[src/rtl/imh_pkg.sv]
// Package for the indexed min-heap core: sizes, command and status codes.
// Used by the channel interfaces and by indexed_min_heap_core; depends on nothing.
`default_nettype none

package imh_pkg;

  localparam int MAX_ELEMENTS = 15;
  localparam int WEIGHT_BITS  = 16;

  // Field widths of the item formats.
  localparam int CMD_W    = 2;
  localparam int ELEM_W   = 4;
  localparam int IN_WT_W  = 16;
  localparam int STATUS_W = 2;
  localparam int COUNT_W  = 4;

  // Slots 1..MAX_ELEMENTS and labels 1..MAX_ELEMENTS share one index width.
  localparam int SLOT_W    = ELEM_W;
  localparam int TBL_DEPTH = MAX_ELEMENTS + 1;

  localparam logic [ELEM_W-1:0] MAX_LABEL = ELEM_W'(MAX_ELEMENTS);

  localparam logic [CMD_W-1:0] CMD_INSERT  = 2'd0;
  localparam logic [CMD_W-1:0] CMD_EXTRACT = 2'd1;
  localparam logic [CMD_W-1:0] CMD_CLEAR   = 2'd2;

  localparam logic [STATUS_W-1:0] ST_OK        = 2'd0;
  localparam logic [STATUS_W-1:0] ST_DUPLICATE = 2'd1;
  localparam logic [STATUS_W-1:0] ST_EMPTY     = 2'd2;
  localparam logic [STATUS_W-1:0] ST_BAD_LABEL = 2'd3;

endpackage

`default_nettype wire

[src/rtl/imh_ifs.sv]
// Valid/ready channel interfaces for command items and result items.
// Depends on imh_pkg for the field widths.
`default_nettype none

interface imh_in_if;
  logic                          valid;
  logic                          ready;
  logic [imh_pkg::CMD_W-1:0]     cmd;
  logic [imh_pkg::ELEM_W-1:0]    element;
  logic [imh_pkg::IN_WT_W-1:0]   weight;

  modport source (output valid, output cmd, output element, output weight, input ready);
  modport sink   (input valid, input cmd, input element, input weight, output ready);
endinterface

interface imh_out_if;
  logic                          valid;
  logic                          ready;
  logic [imh_pkg::ELEM_W-1:0]    extracted;
  logic                          was_present;
  logic [imh_pkg::ELEM_W-1:0]    top_element;
  logic [imh_pkg::COUNT_W-1:0]   count;
  logic [imh_pkg::STATUS_W-1:0]  status;

  modport source (output valid, output extracted, output was_present, output top_element,
                  output count, output status, input ready);
  modport sink   (input valid, input extracted, input was_present, input top_element,
                  input count, input status, output ready);
endinterface

`default_nettype wire

[src/rtl/indexed_min_heap_core.sv]
// Indexed binary min-heap over labels 1..15 with 16-bit weights. Commands are insert,
// extract-min and clear; each command item yields one result item. Depends on imh_pkg, imh_ifs.
// The core takes one command at a time; in_ch.ready is high only while the sequencer is idle.
// Every heap level costs sequencer steps around one shared 16-bit comparator and one read
// port per table. An insert climbs in S_UP (at most 3 levels) and then writes its own slot in
// S_FIN. An extract reads the root in S_EX1 and moves the last entry in S_EX2; that entry then
// sinks through S_D1, S_D2 and S_D3 (at most 3 levels) until it reaches a leaf or a child
// stops it, and S_FIN is skipped when the extract removes the only element. Clear, the unused
// command and the error cases go straight to S_TOP, which registers the result. A finished
// result waits in the output register while the next command is accepted; the sequencer
// stalls only when a second result is ready and the first has not been taken.
`default_nettype none

module indexed_min_heap_core (
  input  wire logic       clk,
  input  wire logic       rst_n,
  imh_in_if.sink          in_ch,
  imh_out_if.source       out_ch
);

  localparam logic [3:0] S_IDLE = 4'd0;
  localparam logic [3:0] S_EX1  = 4'd1;
  localparam logic [3:0] S_EX2  = 4'd2;
  localparam logic [3:0] S_UP   = 4'd3;
  localparam logic [3:0] S_D1   = 4'd4;
  localparam logic [3:0] S_D2   = 4'd5;
  localparam logic [3:0] S_D3   = 4'd6;
  localparam logic [3:0] S_FIN  = 4'd7;
  localparam logic [3:0] S_TOP  = 4'd8;

  localparam logic [imh_pkg::SLOT_W-1:0] ROOT_SLOT = imh_pkg::SLOT_W'(1);

  // Heap tables. Only the slot of each element has a defined reset.
  logic [imh_pkg::ELEM_W-1:0]      s2e_r [imh_pkg::TBL_DEPTH];
  logic [imh_pkg::WEIGHT_BITS-1:0] wgt_r [imh_pkg::TBL_DEPTH];
  logic [imh_pkg::SLOT_W-1:0]      e2s_r [imh_pkg::TBL_DEPTH];

  logic [3:0]                      st_r, st_nxt;
  logic [imh_pkg::COUNT_W-1:0]     size_r, size_nxt;
  logic [imh_pkg::ELEM_W-1:0]      elem_r, elem_nxt;
  logic [imh_pkg::WEIGHT_BITS-1:0] wt_r, wt_nxt;
  logic [imh_pkg::SLOT_W-1:0]      s_r, s_nxt;
  logic [imh_pkg::SLOT_W-1:0]      c_r, c_nxt;
  logic [imh_pkg::ELEM_W-1:0]      ce_r, ce_nxt;
  logic [imh_pkg::WEIGHT_BITS-1:0] cw_r, cw_nxt;
  logic                            present_r, present_nxt;
  logic [imh_pkg::ELEM_W-1:0]      extr_r, extr_nxt;
  logic [imh_pkg::STATUS_W-1:0]    status_r, status_nxt;

  logic                            out_valid_r, out_valid_nxt;
  logic [imh_pkg::ELEM_W-1:0]      out_extr_r, out_extr_nxt;
  logic                            out_pres_r, out_pres_nxt;
  logic [imh_pkg::ELEM_W-1:0]      out_top_r, out_top_nxt;
  logic [imh_pkg::COUNT_W-1:0]     out_count_r, out_count_nxt;
  logic [imh_pkg::STATUS_W-1:0]    out_status_r, out_status_nxt;

  // Single read port per table: slot -> element -> weight.
  logic [imh_pkg::SLOT_W-1:0]      rd_slot;
  logic [imh_pkg::ELEM_W-1:0]      rd_elem;
  logic [imh_pkg::WEIGHT_BITS-1:0] rd_wt;

  // Shared comparator.
  logic [imh_pkg::WEIGHT_BITS-1:0] cmp_a, cmp_b;
  logic                            cmp_lt;

  // Write ports.
  logic                            s2e_we;
  logic [imh_pkg::SLOT_W-1:0]      s2e_wa;
  logic [imh_pkg::ELEM_W-1:0]      s2e_wd;
  logic                            e2s_we, e2s_clr;
  logic [imh_pkg::ELEM_W-1:0]      e2s_wa;
  logic [imh_pkg::SLOT_W-1:0]      e2s_wd;
  logic                            wgt_we;

  logic                            in_fire, out_fire;
  logic                            lbl_ok;
  logic [imh_pkg::SLOT_W:0]        left_slot;

  assign in_fire  = in_ch.valid && in_ch.ready;
  assign out_fire = out_valid_r && out_ch.ready;

  assign rd_elem = s2e_r[rd_slot];
  assign rd_wt   = wgt_r[rd_elem];
  assign cmp_lt  = cmp_a < cmp_b;

  assign lbl_ok    = (in_ch.element != '0) && (in_ch.element <= imh_pkg::MAX_LABEL);
  assign left_slot = {s_r, 1'b0};

  assign in_ch.ready        = (st_r == S_IDLE);
  assign out_ch.valid       = out_valid_r;
  assign out_ch.extracted   = out_extr_r;
  assign out_ch.was_present = out_pres_r;
  assign out_ch.top_element = out_top_r;
  assign out_ch.count       = out_count_r;
  assign out_ch.status      = out_status_r;

  always_comb begin
    st_nxt         = st_r;
    size_nxt       = size_r;
    elem_nxt       = elem_r;
    wt_nxt         = wt_r;
    s_nxt          = s_r;
    c_nxt          = c_r;
    ce_nxt         = ce_r;
    cw_nxt         = cw_r;
    present_nxt    = present_r;
    extr_nxt       = extr_r;
    status_nxt     = status_r;
    out_valid_nxt  = out_fire ? 1'b0 : out_valid_r;
    out_extr_nxt   = out_extr_r;
    out_pres_nxt   = out_pres_r;
    out_top_nxt    = out_top_r;
    out_count_nxt  = out_count_r;
    out_status_nxt = out_status_r;
    rd_slot        = ROOT_SLOT;
    cmp_a          = wt_r;
    cmp_b          = rd_wt;
    s2e_we         = 1'b0;
    s2e_wa         = s_r;
    s2e_wd         = elem_r;
    e2s_we         = 1'b0;
    e2s_clr        = 1'b0;
    e2s_wa         = elem_r;
    e2s_wd         = s_r;
    wgt_we         = 1'b0;

    case (st_r)
      S_IDLE: begin
        if (in_fire) begin
          present_nxt = lbl_ok && (e2s_r[in_ch.element] != '0);
          elem_nxt    = in_ch.element;
          wt_nxt      = in_ch.weight[imh_pkg::WEIGHT_BITS-1:0];
          extr_nxt    = '0;
          status_nxt  = imh_pkg::ST_OK;
          st_nxt      = S_TOP;
          case (in_ch.cmd)
            imh_pkg::CMD_INSERT: begin
              if (!lbl_ok) begin
                status_nxt = imh_pkg::ST_BAD_LABEL;
              end else if (e2s_r[in_ch.element] != '0) begin
                status_nxt = imh_pkg::ST_DUPLICATE;
              end else if (size_r < imh_pkg::COUNT_W'(imh_pkg::MAX_ELEMENTS)) begin
                wgt_we   = 1'b1;
                size_nxt = size_r + 1'b1;
                s_nxt    = size_r + 1'b1;
                st_nxt   = S_UP;
              end
            end
            imh_pkg::CMD_EXTRACT: begin
              if (size_r == '0) begin
                status_nxt = imh_pkg::ST_EMPTY;
              end else begin
                st_nxt = S_EX1;
              end
            end
            imh_pkg::CMD_CLEAR: begin
              e2s_clr  = 1'b1;
              size_nxt = '0;
            end
            default: begin
            end
          endcase
        end
      end
      S_UP: begin
        // The new element climbs while its parent is strictly heavier.
        rd_slot = s_r >> 1;
        cmp_a   = wt_r;
        cmp_b   = rd_wt;
        if ((s_r > ROOT_SLOT) && cmp_lt) begin
          s2e_we = 1'b1;
          s2e_wa = s_r;
          s2e_wd = rd_elem;
          e2s_we = 1'b1;
          e2s_wa = rd_elem;
          e2s_wd = s_r;
          s_nxt  = s_r >> 1;
        end else begin
          st_nxt = S_FIN;
        end
      end
      S_EX1: begin
        rd_slot  = ROOT_SLOT;
        extr_nxt = rd_elem;
        e2s_we   = 1'b1;
        e2s_wa   = rd_elem;
        e2s_wd   = '0;
        st_nxt   = S_EX2;
      end
      S_EX2: begin
        // Unless it was the only entry, the last entry moves to the root and then sinks.
        rd_slot  = size_r;
        elem_nxt = rd_elem;
        wt_nxt   = rd_wt;
        size_nxt = size_r - 1'b1;
        s_nxt    = ROOT_SLOT;
        st_nxt   = (size_r > imh_pkg::COUNT_W'(1)) ? S_D1 : S_TOP;
      end
      S_D1: begin
        rd_slot = left_slot[imh_pkg::SLOT_W-1:0];
        if (left_slot > {1'b0, size_r}) begin
          st_nxt = S_FIN;
        end else begin
          c_nxt  = left_slot[imh_pkg::SLOT_W-1:0];
          ce_nxt = rd_elem;
          cw_nxt = rd_wt;
          st_nxt = S_D2;
        end
      end
      S_D2: begin
        // The right child wins only when strictly lighter than the left one.
        rd_slot = c_r + 1'b1;
        cmp_a   = rd_wt;
        cmp_b   = cw_r;
        if ((c_r < size_r) && cmp_lt) begin
          c_nxt  = c_r + 1'b1;
          ce_nxt = rd_elem;
          cw_nxt = rd_wt;
        end
        st_nxt = S_D3;
      end
      S_D3: begin
        cmp_a = cw_r;
        cmp_b = wt_r;
        if (cmp_lt) begin
          s2e_we = 1'b1;
          s2e_wa = s_r;
          s2e_wd = ce_r;
          e2s_we = 1'b1;
          e2s_wa = ce_r;
          e2s_wd = s_r;
          s_nxt  = c_r;
          st_nxt = S_D1;
        end else begin
          st_nxt = S_FIN;
        end
      end
      S_FIN: begin
        s2e_we = 1'b1;
        s2e_wa = s_r;
        s2e_wd = elem_r;
        e2s_we = 1'b1;
        e2s_wa = elem_r;
        e2s_wd = s_r;
        st_nxt = S_TOP;
      end
      S_TOP: begin
        rd_slot = ROOT_SLOT;
        if (!out_valid_r || out_ch.ready) begin
          out_valid_nxt  = 1'b1;
          out_extr_nxt   = extr_r;
          out_pres_nxt   = present_r;
          out_top_nxt    = (size_r != '0) ? rd_elem : '0;
          out_count_nxt  = size_r;
          out_status_nxt = status_r;
          st_nxt         = S_IDLE;
        end
      end
      default: begin
        st_nxt = S_IDLE;
      end
    endcase
  end

  always_ff @(posedge clk) begin
    if (!rst_n) begin
      st_r        <= S_IDLE;
      size_r      <= '0;
      out_valid_r <= 1'b0;
    end else begin
      st_r        <= st_nxt;
      size_r      <= size_nxt;
      out_valid_r <= out_valid_nxt;
    end
  end

  always_ff @(posedge clk) begin
    elem_r       <= elem_nxt;
    wt_r         <= wt_nxt;
    s_r          <= s_nxt;
    c_r          <= c_nxt;
    ce_r         <= ce_nxt;
    cw_r         <= cw_nxt;
    present_r    <= present_nxt;
    extr_r       <= extr_nxt;
    status_r     <= status_nxt;
    out_extr_r   <= out_extr_nxt;
    out_pres_r   <= out_pres_nxt;
    out_top_r    <= out_top_nxt;
    out_count_r  <= out_count_nxt;
    out_status_r <= out_status_nxt;
  end

  always_ff @(posedge clk) begin
    if (s2e_we) begin
      s2e_r[s2e_wa] <= s2e_wd;
    end
    if (wgt_we) begin
      wgt_r[in_ch.element] <= in_ch.weight[imh_pkg::WEIGHT_BITS-1:0];
    end
  end

  always_ff @(posedge clk) begin
    if (!rst_n || e2s_clr) begin
      for (int i = 0; i < imh_pkg::TBL_DEPTH; i++) begin
        e2s_r[i] <= '0;
      end
    end else if (e2s_we) begin
      e2s_r[e2s_wa] <= e2s_wd;
    end
  end

  // The heap never holds more elements than there are labels.
  assert property (@(posedge clk) disable iff (!rst_n)
    size_r <= imh_pkg::COUNT_W'(imh_pkg::MAX_ELEMENTS))
    else $error("heap count above the number of labels");

  // One command is worked on at a time.
  assert property (@(posedge clk) disable iff (!rst_n)
    in_fire |=> !in_ch.ready)
    else $error("command accepted while the previous one is in progress");

  // An empty heap reports no top element.
  assert property (@(posedge clk) disable iff (!rst_n)
    (out_valid_r && (out_count_r == '0)) |-> (out_top_r == '0))
    else $error("empty heap reports a top element");

  // An extract on an empty heap removes nothing.
  assert property (@(posedge clk) disable iff (!rst_n)
    (out_valid_r && (out_status_r == imh_pkg::ST_EMPTY)) |->
      ((out_extr_r == '0) && (out_count_r == '0)))
    else $error("failed extract reports a removed element");

  // While sinking, the chosen child always lies inside the heap.
  assert property (@(posedge clk) disable iff (!rst_n)
    (st_r == S_D3) |-> ((c_r <= size_r) && (c_r > s_r)))
    else $error("sift-down child outside the heap");

endmodule

`default_nettype wire

[src/flat_wrapper.sv]
// flat-port wrapper written by rule: the top's interface ports become plain ports
module indexed_min_heap_core_flat 
  (clk, rst_n, in_ch_valid, in_ch_cmd, in_ch_element, in_ch_weight, in_ch_ready, out_ch_valid, out_ch_extracted, out_ch_was_present, out_ch_top_element, out_ch_count, out_ch_status, out_ch_ready);
  imh_in_if in_ch_i ();
  imh_out_if out_ch_i ();
  input  wire logic clk;
  input  wire logic rst_n;
  input wire logic [$bits(in_ch_i.valid)-1:0] in_ch_valid;
  input wire logic [$bits(in_ch_i.cmd)-1:0] in_ch_cmd;
  input wire logic [$bits(in_ch_i.element)-1:0] in_ch_element;
  input wire logic [$bits(in_ch_i.weight)-1:0] in_ch_weight;
  output wire logic [$bits(in_ch_i.ready)-1:0] in_ch_ready;
  output wire logic [$bits(out_ch_i.valid)-1:0] out_ch_valid;
  output wire logic [$bits(out_ch_i.extracted)-1:0] out_ch_extracted;
  output wire logic [$bits(out_ch_i.was_present)-1:0] out_ch_was_present;
  output wire logic [$bits(out_ch_i.top_element)-1:0] out_ch_top_element;
  output wire logic [$bits(out_ch_i.count)-1:0] out_ch_count;
  output wire logic [$bits(out_ch_i.status)-1:0] out_ch_status;
  input wire logic [$bits(out_ch_i.ready)-1:0] out_ch_ready;
  assign in_ch_i.valid = in_ch_valid;
  assign in_ch_i.cmd = in_ch_cmd;
  assign in_ch_i.element = in_ch_element;
  assign in_ch_i.weight = in_ch_weight;
  assign in_ch_ready = in_ch_i.ready;
  assign out_ch_valid = out_ch_i.valid;
  assign out_ch_extracted = out_ch_i.extracted;
  assign out_ch_was_present = out_ch_i.was_present;
  assign out_ch_top_element = out_ch_i.top_element;
  assign out_ch_count = out_ch_i.count;
  assign out_ch_status = out_ch_i.status;
  assign out_ch_i.ready = out_ch_ready;
  indexed_min_heap_core u_core (.clk(clk), .rst_n(rst_n), .in_ch(in_ch_i), .out_ch(out_ch_i));
endmodule
[config.mk]
export PLATFORM = sky130hd
export DESIGN_NAME = indexed_min_heap_core_flat
export DESIGN_NICKNAME = d
export VERILOG_FILES = /design/src/rtl/imh_pkg.sv /design/src/rtl/imh_ifs.sv /design/src/rtl/indexed_min_heap_core.sv /design/src/flat_wrapper.sv
export SDC_FILE = /design/constraint.sdc
export NUM_CORES = 1
export LEC_CHECK = 0
export ABC_CLOCK_PERIOD_IN_PS = 16690
export BUFFER_PORTS_ARGS = -buffer_cell sky130_fd_sc_hd__buf_2
export CAP_MARGIN = 20
export CORE_MARGIN = 4
export CORE_UTILIZATION = 30
export CTS_CLUSTER_SIZE = 10
export DETAILED_ROUTE_END_ITERATION = 10
export PLACE_DENSITY = 0.43
export SKIP_CTS_REPAIR_TIMING = 1
export SYNTH_ARGS = -nofsm -noshare
export SYNTH_HDL_FRONTEND = slang
export SYNTH_SLANG_ARGS = --single-unit
export TNS_END_PERCENT = 30
[constraint.sdc]
create_clock -name clk -period 16.69 [get_ports clk]
set_input_delay 3.338 -clock clk [delete_from_list [all_inputs] [get_ports clk]]
set_output_delay 3.338 -clock clk [all_outputs]
set_load 0.02 [all_outputs]
==> summary.md, run 1 <==
| Metric | Value |
|---|---|
| Fin worst setup slack | `5.821 ns` |
| Setup CP Type | `flip-flop to flip-flop` |
| Sum Neg Setup Slack | `0 ns` |
| Area leader, netlist | `edfxtp_1` |
| Chip Height | `between 200 and 300 um` |
| Chip Width | `270.2 um` |
| Share of layout cells above drive strength 1 | `0.1446` |
| Post-synthesis mux area share | `0.08272` |
| Async S/R FF share, synth | `0` |
| Via-to-Cell Ratio | `5.130` |
| Max_cap viols | `0` |
| Vias after detailed routing | `roughly 13000` |
| DP Area | `~22000 um2` |
| Post-Synth XOR/XNOR Area | `0.001698` |
| Endpoints failing setup | `0` |
| Hold depth | `0` |
| Maximum VDD drop | `0.07303 mV` |
| Gr ovfl total | `0` |
| Clock transition at path regs | `about 0.060 ns` |
| Minimum clock period | `10.87 ns` |
| Leakage | `0.007953 uW` |
| Vias in the first global route | `12620` |
| Reg power frac | `0.513` |
| Crit path buf inv count | `2` |
| Largest net degree at the start of global routing | `69` |
| Syn Area/Cell | `13.60 um2` |
| Design area | `23450 um2` |
| 1st-iter DRT viols | `1044` |
| Max Freq | `between 0.09 and 0.1 GHz` |
| H-Tree Depth | `2` |
| Initial antenna violation count | `4` |
| GRT Total Usage | `0.1482` |
| CTS tree | `done` |
| Warnings from Yosys | `0` |
| Nets | `1616` |
| Net Sw Power | `about 610 uW` |
| Worst endpoint required time | `16.94 ns` |
| Max Slew Vio Count | `0` |
| Final Skew | `0.04605 ns` |
| Synth area leaders | `edfxtp_1 66%, mux2i_1 4.7%, nand2_1 2.3%` |
| Final wirelength | `55300 um` |
| First-pass GRT wire length | `82800 um` |
| Filler Cell Count | `6577` |
| Critical-path top delay cell | `buf_4` |
| Top FF cell, synth | `edfxtp_1` |
| DRT Pass-1 Iters | `5` |
| Pwr/cell area | `110.6 nW/um2` |
| Place WS | `5.929 ns` |
| Drt wl/cell | `22.44 um` |
| Worst Setup End Kind | `flip-flop` |
| Main combinational cell family by area after synthesis | `simple AND/OR/NAND/NOR gates` |
| Num ports | `43` |
| Clock root buffer | `clkbuf_16` |
| DIE AREA | `73030 um2` |
| Core ar. | `67630 um2` |
| CP dominant cell by count | `a21o_1` |
| Delay-heaviest family, CP | `compound AO/OA/AOI/OAI gates` |
| Synth Instances | `about 1500` |
| WHS Endpoint | `u_core.out_ch.extracted[2]$_DFFE_PP_` |
| Hold WC Path Type | `flip-flop to flip-flop` |
| RSZ-0062 raised after global routing | `no` |
| Worst r2r src | `u_core.st_r[0]$_SDFFE_PN0P_` |
| DRC viols | `0` |
| Worst Max-Slew Pin Slew | `1.052 ns` |
| Starting Density | `0.3050` |
| Worst hold margin | `0.4163 ns` |
| Final antenna-violating net count | `0` |
| HPWL after DPL | `about 33000 um` |
| Critical path fanouts, max | `68` |
| Clock Latency Late Sink | `0.62 ns` |
| Compound-cell area share of the yosys netlist | `0.09843` |
| Commonest cells after routing, fill and taps aside | `454 x edfxtp_1, 125 x nand2_1, 96 x mux2i_1, 93 x nor2_1, 88 x o21ai_0` |
| Mapped cell area | `20630 um2` |
| Cell count of the worst reg-to-reg path | `28` |
| Adder-cell share of the synthesized area | `0.01516` |
| Status | `completed` |
| Post-synthesis sequential area ratio | `0.6695` |
| Area grow syn2layout | `13.67%` |
| Comb pwr share | `0.076` |
| Total clock sinks | `around 460` |
| Simple-gate area share of the yosys netlist | `0.1075` |
| Int Pwr | `1982 uW` |
| # diodes | `0` |
| Sw Share | `0.2354` |
| Yosys top cell area share | `0.6608` |
| Commonest non-fill, non-tap cell in the layout | `edfxtp_1` |
| Critical path arrival | `11.12 ns` |
| Slowest stage delay, CP | `0.87 ns` |
| R2R Setup Slk | `around 5.8 ns` |
| EDFF count, synth | `454` |
| Yosys reg bits | `463` |
| FF-to-FF End | `u_core.e2s_r[0][2]$_SDFFCE_PN0P_` |
| Tot Pwr | `2593 uW` |
| Std-Cell Rows | `95` |
| Maximum buffer depth of the clock tree | `3` |
| Cts bufs inserted | `between 50 and 60` |
| Min-delay src | `u_core.extr_r[2]$_SDFFCE_PN0P_` |
| Clock group share of total power | `0.411` |
| Final number of hold-violating endpoints | `0` |
| Yosys cell types | `85` |
| Max-slew headroom | `0.2923` |
| Final RePlAce weighted congestion | `0.7886` |
| # port buffers | `42` |
| Period utilisation layout | `0.6513` |
| Critical Path Start Type | `flip-flop` |
## power groups by stage
stage	clock network (uW)	logic, uW	registers, uW
finish	1060	198	1330
global route	1150	220	1330
CTS	1100	200	1330
detailed placement	0	199	1350
global placement	0	199	1350
floorplan	0	127	1350
## metal layers
layer  GRT usage  vias to the layer above  wire (um)  share of wire
met1      0.2109                     6341      26160           0.47
met5           0                        -         47        0.00085
met2      0.2405                      275      25910           0.47
met4     0.03260                        6        940          0.017
li1            -                     5935          -              -
met3     0.02319                       83       2245          0.041
## cells in the mapped netlist, types with 3 or more instances
library cell,count
a21oi_1,45
or3_1,4
nor3_1,74
inv_1,26
o21ai_1,14
a31oi_1,5
a22o_1,6
nand2_1,125
buf_4,6
nand4_1,5
nand3_1,55
mux2i_1,96
o211a_1,6
xnor2_1,3
a221oi_1,15
a211oi_1,11
a21o_1,10
o21a_1,7
buf_1,26
a22oi_1,29
nand2b_1,12
o211ai_1,25
nor3_2,8
clkbuf_1,45
nor2b_1,9
nor4b_1,3
nand3b_1,10
ha_1,25
buf_2,18
dfxtp_1,9
nor4_1,19
and3_1,3
nor2_1,106
o21ai_0,88
mux2_2,33
mux4_2,15
or2_1,4
edfxtp_1,454
## stage by stage
step	util	instances
2_1_floorplan	-	1532
3_3_place_gp	0.3239	2381
3_5_place_dp	0.3239	2382
4_1_cts	0.3467	2464
5_1_grt	0.3467	2464
6_report	0.3467	2464
## cell type report
class	count	area, um2	area share
inverter	29	113.9	0.004855
multi-input combinational	945	6456	0.2753
tap	873	1092	0.04658
timing repair buffer	72	432.9	0.01846
clock inverter	8	116.4	0.004962
clock buffer	74	1426	0.06082
sequential	463	13810	0.5890
## how the worst max path moves through the flow
| stage | endpoint | depth (start not counted) | from |
|---|---|---|---|
| floorplan | u_core.e2s_r[5][0]$_SDFFCE_PN0P_ | 35 | u_core.c_r[0]$_SDFFCE_PP0P_ |
| global placement | u_core.e2s_r[0][0]$_SDFFCE_PN0P_ | 28 | u_core.st_r[1]$_SDFFE_PN0P_ |
| detailed placement | u_core.e2s_r[0][2]$_SDFFCE_PN0P_ | 28 | u_core.st_r[0]$_SDFFE_PN0P_ |
| CTS | u_core.e2s_r[0][0]$_SDFFCE_PN0P_ | 28 | u_core.st_r[0]$_SDFFE_PN0P_ |
| global route | u_core.e2s_r[8][2]$_SDFFCE_PN0P_ | 28 | u_core.st_r[0]$_SDFFE_PN0P_ |
| finish | u_core.e2s_r[0][2]$_SDFFCE_PN0P_ | 28 | u_core.st_r[0]$_SDFFE_PN0P_ |
## logic make-up after synthesis
logic type               after synthesis
multiplexers                         147
buffers and inverters                124
XOR/XNOR                               4
other                                  1
adder cells (fa/ha/maj)               25
AO/OA/AOI/OAI                        300
flip-flops                           463
AND/OR/NAND/NOR                      453
## flip-flops by register name (all words and copies together) (netlist names), 16 cells and up
name	count
u_core.s2e_r	64
u_core.e2s_r	64
u_core.wt_r	16
u_core.wgt_r	256
u_core.cw_r	16
Note: power is estimated with default switching activity, not from simulation.
==> run 2: changes to the inputs <==
Settings changed: ABC_CLOCK_PERIOD_IN_PS 16690 to 10500.
Clock period 16.69 ns to 10.5 ns, I/O delays scaled along.
==> summary.md, run 2 (synthesis results as in run 1) <==
| Metric | Value |
|---|---|
| # port buffers | `42` |
| DRC viols | `0` |
| Design area | `23650 um2` |
| Reg area | `about 14000 um2` |
| Placed cells | `2396` |
| Drt wl/cell | `around 22 um` |
| Clock root buffer | `clkbuf_16` |
| # diodes | `0` |
| Cts bufs inserted | `between 50 and 60` |
| Multi-input gate area | `6446 um2` |
| Max_cap viols | `0` |
| Sum Neg Setup Slack | `0 ns` |
| Critical path arrival | `9.69 ns` |
| Share of layout cells above drive strength 1 | `0.1549` |
| Biggest register | `u_core.wgt_r` |
| Period utilisation layout | `0.8992` |
| Tot Pwr | `around 4200 uW` |
| Slowest stage delay, CP | `0.72 ns` |
| CTS tree | `done` |
| Chip Height | `270.2 um` |
| Maximum buffer depth of the clock tree | `3` |
| Setup CP Type | `flip-flop to flip-flop` |
| Vias after detailed routing | `12690` |
| Maximum VDD drop | `0.1168 mV` |
| Chip Width | `270.2 um` |
| Worst Max-Slew Pin Slew | `around 1.0 ns` |
| Commonest cells after routing, fill and taps aside | `454 x edfxtp_1, 125 x nand2_1, 96 x mux2i_1, 93 x nor2_1, 88 x o21ai_0` |
| Final Skew | `0.03545 ns` |
| Total clock sinks | `between 400 and 500` |
| DIE AREA | `73030 um2` |
| Leakage | `0.008067 uW` |
| Max Slew Vio Count | `0` |
| Minimum clock period | `9.441 ns` |
| Final number of hold-violating endpoints | `0` |
| Largest net degree at the start of global routing | `75` |
| Clock transition at path regs | `0.07 ns` |
| DRT Pass-1 Iters | `5` |
| Endpoints failing setup | `0` |
| Critical-path top delay cell | `dfxtp_1` |
| Final wirelength | `55300 um` |
| Core ar. | `about 68000 um2` |
| Largest regs | `u_core.wgt_r (256), u_core.e2s_r (64), u_core.s2e_r (64)` |
| Initial antenna violation count | `0` |
| Critical Path Start Type | `flip-flop` |
| First-pass GRT wire length | `83220 um` |
| Commonest non-fill, non-tap cell in the layout | `edfxtp_1` |
| Gr ovfl total | `0` |
| Final RePlAce weighted congestion | `just under 0.8` |
| Number of flip-flops in the largest register | `256` |
| Critical path fanouts, max | `63` |
| RSZ-0062 raised after global routing | `no` |
| DP Area | `22030 um2` |
| Worst hold margin | `approximately 0.42 ns` |
| 1st-iter DRT viols | `approximately 1100` |
| Hold WC Path Type | `flip-flop to flip-flop` |
| Max-slew headroom | `0.3319` |
| Filler Cell Count | `~6500` |
| Max Freq | `0.1059 GHz` |
| HPWL after DPL | `34310 um` |
| Clock Latency Late Sink | `0.62 ns` |
| Area grow syn2layout | `14.62%` |
| Fin cells | `approximately 2500` |
| Via-to-Cell Ratio | `5.114` |
| Std-Cell Rows | `95` |
| Vias in the first global route | `around 13000` |
| Worst Setup End Kind | `flip-flop` |
| Pwr/cell area | `176.1 nW/um2` |
| Num ports | `43` |
| Starting Density | `0.3050` |
| Status | `completed` |
| H-Tree Depth | `2` |
| Final antenna-violating net count | `0` |
| CP dominant cell by count | `a21o_1` |
| Worst endpoint required time | `10.75 ns` |
| Nets | `1631` |
| GRT Total Usage | `0.1480` |
-- run 2: layout make-up --
class,count,area share
clock inverter,12,0.005873
multi-input combinational,945,0.2726
clock buffer,73,0.06233
timing repair buffer,86,0.02407
tap,873,0.04619
sequential,463,0.5841
inverter,29,0.004815
-- run 2: power by group --
part / switching (uW) / leakage (uW) / internal (uW)
Clock: 734 / 0.000778 / 999
Sequential: 24.8 / 0.00428 / 2090
Combinational: 219 / 0.00301 / 98.3
Total: 978 / 0.00807 / 3190
-- run 2: stage by stage --
stage | utilization | setup slack (ns)
6_report | 0.3496 | 1.059
5_1_grt | 0.3496 | 0.3108
4_1_cts | 0.3496 | 1.087
3_5_place_dp | 0.3258 | 1.184
3_3_place_gp | 0.3256 | 1.314
2_1_floorplan | - | 2.671
-- run 2: worst paths after layout --
kind                                 from                           endpoint  slack, ns  depth (start not counted)
max reg2reg   u_core.st_r[2]$_SDFFE_PN0P_   u_core.e2s_r[0][1]$_SDFFCE_PN0P_       1.06                         29
max           u_core.st_r[2]$_SDFFE_PN0P_   u_core.e2s_r[0][1]$_SDFFCE_PN0P_       1.06                         29
min reg2reg  u_core.status_r[1]$_DFFE_PP_  u_core.out_ch.status[1]$_DFFE_PP_       0.42                          0
min          u_core.status_r[1]$_DFFE_PP_  u_core.out_ch.status[1]$_DFFE_PP_       0.42                          0
-- run 2: layer usage --
metal / track usage / vias up / part of all wire
li1: - / 5957 / -
met1: 0.2090 / 6349 / 0.47
met2: 0.2393 / 298 / 0.46
met3: 0.02070 / 83 / 0.041
met4: 0.04196 / 0 / 0.023
met5: 0 / - / 0
-- run 2: worst max-delay path, delay by kind of cell (launching register included) --
kind / cells / cell delay [ns]
buffers and inverters: 3 / 0.77
and+or+nand+nor: 5 / 1.63
muxes: 2 / 0.97
DFF: 1 / 0.72
adders and majority gates: 1 / 0.30
AOI/OAI and AO/OA: 18 / 4.57
